--- src/design/aabb_ram.sv ---
// Generic simple dual-port RAM: one write port, one read port, registered read.
// Depends on nothing.
module aabb_ram #(
   parameter int WIDTH = 32,
   parameter int DEPTH = 16
) (
   input  logic                                          clock,
   input  logic                                          wr_en,
   input  logic [((DEPTH > 1) ? $clog2(DEPTH) : 1)-1:0] wr_addr,
   input  logic [WIDTH-1:0]                              wr_data,
   input  logic [((DEPTH > 1) ? $clog2(DEPTH) : 1)-1:0] rd_addr,
   output logic [WIDTH-1:0]                              rd_data
);
   logic [WIDTH-1:0] mem [DEPTH];

   always_ff @(posedge clock) begin
      if (wr_en) begin
         mem[wr_addr] <= wr_data;
      end
      rd_data <= mem[rd_addr];
   end
endmodule

--- config.mk ---
export PLATFORM = sky130hd
export DESIGN_NAME = aabb_ram
export DESIGN_NICKNAME = d
export VERILOG_FILES = /design/src/design/aabb_ram.sv
export SDC_FILE = /design/constraint.sdc
export NUM_CORES = 1
export LEC_CHECK = 0
export BUFFER_PORTS_ARGS = -buffer_cell sky130_fd_sc_hd__buf_4
export CORE_MARGIN = 3
export CORE_UTILIZATION = 46
export CTS_CLUSTER_DIAMETER = 80
export DETAILED_ROUTE_END_ITERATION = 12
export GPL_TIMING_DRIVEN = 0
export PLACE_DENSITY_LB_ADDON = 0.1
export RECOVER_POWER = 50
export SLEW_MARGIN = 15
export SYNTH_ARGS = -nofsm -noshare
export SYNTH_HDL_FRONTEND = slang
export SYNTH_SLANG_ARGS = --single-unit
--- constraint.sdc ---
create_clock -name clock -period 6 [get_ports clock]
set_clock_uncertainty 0.2 [all_clocks]
set_input_delay 0.3 -clock clock [delete_from_list [all_inputs] [get_ports clock]]
set_output_delay 0.3 -clock clock [all_outputs]
set_load 0.02 [all_outputs]
==> results_dict.tcl <==
set metrics [dict create \
    worstPathCellList "dlygate4sd3_1 > clkbuf_1 > nor3_1 > clkbuf_1 > buf_6 > buf_6 > buf_4" \
    ys_seq_area_share_pct 80.7 \
    syn_inst 838 \
    ant_nets 0 \
    synth.ff_latch_count 544 \
    routed_wl_um 43700 \
    hold_violations 0 \
    io_buffers 71 \
    rsz0062_at_grt "no" \
    drive_gt1_share_pct 26.0 \
    r2r.worst_path.cells 3 \
    ys_types 18 \
    path_depth 7 \
    finalMaxSlewViolations 0 \
    post_drt_wl_per_cell_um 26.4 \
    tns_ns 0 \
    path_buf_inv 6 \
    htreeDepth 2 \
    cts_tree "built" \
    gp_congestion 0.715 \
    avgSynthCellArea_um2 23.7 \
    worstMarginPinSlew_ns 1.11 \
    p_leak_nw 7.50 \
    powerDensity_nw_per_um2 343 \
    antenna_found_initial 0 \
    final_util_pct 55.7 \
    cts.sinks 544 \
    diodes 0 \
    dieArea_um2 45700 \
    design.core.area_um2 42300 \
    cp.required_ns 6.08 \
    io_pins 74 \
    syn-cell-area_um2 19900 \
    drc 0 \
    grt_max_degree 20 \
    clockBufferDepth 3 \
    nNetsFinal 1074 \
    cts_setup_buffers 0 \
    cp-end-kind "flip-flop" \
    arrival_ns 2.55 \
    grt_pass1_vias 9619 \
    fmax_mhz 405 \
    syn_nets 880 \
    chipWidth_um 214 \
    grt_pass1_wl_um 64700 \
    period_needed_ns 2.47 \
    grt.total_usage_pct 19.8 \
    outcome "finished, final reports clean" \
    max_slew_margin_pct 26.3 \
    worstSetupStartpointType "input pin" \
    min_path_cells 4 \
    drt_first_pass_iters 6 \
    worstSetupPathType "input pin to flip-flop" \
    die_y_um 214 \
    cts.clk_slew.worst_paths_ns 0.06 \
    cap_violations 0 \
    areaGrowthSynthToFinish_pct 18.8 \
    overflow 0 \
    period_share_pct 41.2 \
    clk_latency_ns 0.60 \
    hold_path.class "input pin to flip-flop" \
    ir_drop_uv 237 \
    setup_violations 0 \
    fillers 3216 \
    wl_met1_um 19300 \
    core.rowCount 75 \
    cts_buffers 55 \
    vias 9251 \
    wl_met2_um 21500 \
    wl_met3_um 2130 \
    ys_warn_count 0 \
    top_layer "met4" \
    critPathMaxStageDelay_ns 0.55 \
    drt_iter0_drc 969 \
    start_util_pct 46.9 \
    critPathSlowestCell "nor3_1" \
    dp_hpwl_um 27000 \
    crit_family "buffers and inverters" \
    routed_via_density 5.59 \
    clock-root-buffer "clkbuf_16" \
    power.total_mw 8.10 \
    crit_fanout 8 \
]
[synthesized netlist by cell type]
| cell | n | area [µm²] |
|---|---|---|
| or3b_2 | 1 | 8.76 |
| edfxtp_1 | 512 | 15400 |
| nand3b_1 | 2 | 15.0 |
| buf_2 | 4 | 20.0 |
| a22oi_1 | 64 | 480 |
| nand3_1 | 1 | 5.00 |
| buf_6 | 2 | 22.5 |
| nand2_1 | 33 | 124 |
| and2_1 | 1 | 6.26 |
| nor2b_1 | 2 | 12.5 |
| nor2_1 | 13 | 48.8 |
| buf_1 | 9 | 33.8 |
| buf_4 | 11 | 82.6 |
| nand2b_1 | 2 | 12.5 |
| nor3_1 | 4 | 20.0 |
| clkbuf_1 | 17 | 63.8 |
| mux4_2 | 128 | 2880 |
| dfxtp_1 | 32 | 641 |
[metrics by stage]
stage / hold slack [ns] / instances / instance area (µm²) / worst slack, ns
final: 0.120 / 1656 / 23600 / 3.53
after global routing: 0.108 / 1656 / 23600 / 3.32
after CTS: 0.0974 / 1656 / 23800 / 3.78
after detailed placement: 0.408 / 1517 / 21700 / 3.17
after global placement: 0.400 / 1486 / 21100 / -0.432
after floorplan: 0.199 / 838 / 19900 / 2.32
[flip-flops by register name (all words and copies together), names as in the netlist]
register	flops
rd_data	32
mem	512
[repair_timing]
action / in CTS / in global routing
hold buffers: 35 / 0
resized for setup: 0 / 0
endpoints found under the hold margin: 529 / 0
[power breakdown]
part           leakage, nW  internal (mW)  total (mW)  switching [mW]
Sequential            4.89           4.25        4.27          0.0208
Combinational         1.72          0.170       0.433           0.262
Clock                0.882           2.00        3.40            1.39
Total                 7.50           6.42        8.10            1.68
[per-layer routing]
metal  global-route usage [%]  up-vias
li1                         -     3989
met1                     28.7     4952
met2                     31.7      244
met3                     3.32       66
met4                     5.45        0
met5                        0        -
[cell type report]
class	count	area [µm²]	share of cell area [%]
Multi-Input combinational cell	251	3720	15.8
Clock inverter	21	245	1.04
Sequential cell	544	16000	67.9
Tap cell	577	722	3.06
Clock buffer	83	1550	6.58
Timing Repair Buffer	137	1110	4.73
Buffer	43	223	0.944
[worst reg2reg max path, delay by kind of cell, from the launching register on]
kind / cells / cell delay, ns
compound gates: 1 / 0.30
mux: 1 / 0.46
simple gates: 1 / 0.15
flops: 1 / 0.35
[final timing paths]
path                                  from          end  slack (ns)
worst min register to register  mem[15][7]   rd_data[7]        0.47
worst min-delay path            rd_addr[2]  rd_data[30]        0.12
worst max register to register  mem[3][16]  rd_data[16]        4.41
worst max-delay path            wr_addr[1]  mem[12][24]        3.53
[cell families (layout without fill, tap and decap cells)]
group | after synthesis | in the layout | synth area share [%]
flip-flops | 544 | 544 | 80.7
multiplexers | 128 | 128 | 14.5
AO/OA/AOI/OAI | 64 | 64 | 2.42
AND/OR/NAND/NOR | 59 | 59 | 1.27
buffers and inverters | 43 | 284 | 1.12
[cells in the final DEF, fill, tap and decap left out, drive strengths merged, types with 4 or more instances in the layout]
| master | netlist | routed |
|---|---|---|
| buf | 26 | 67 |
| dfxtp | 32 | 32 |
| nor3 | 4 | 4 |
| mux4 | 128 | 128 |
| a22oi | 64 | 64 |
| nand2 | 33 | 33 |
| bufinv | 0 | 5 |
| dlygate4sd3 | 0 | 35 |
| edfxtp | 512 | 512 |
| clkinv | 0 | 14 |
| clkbuf | 17 | 161 |
| nor2 | 13 | 13 |
(Power assumes the default switching activity.)
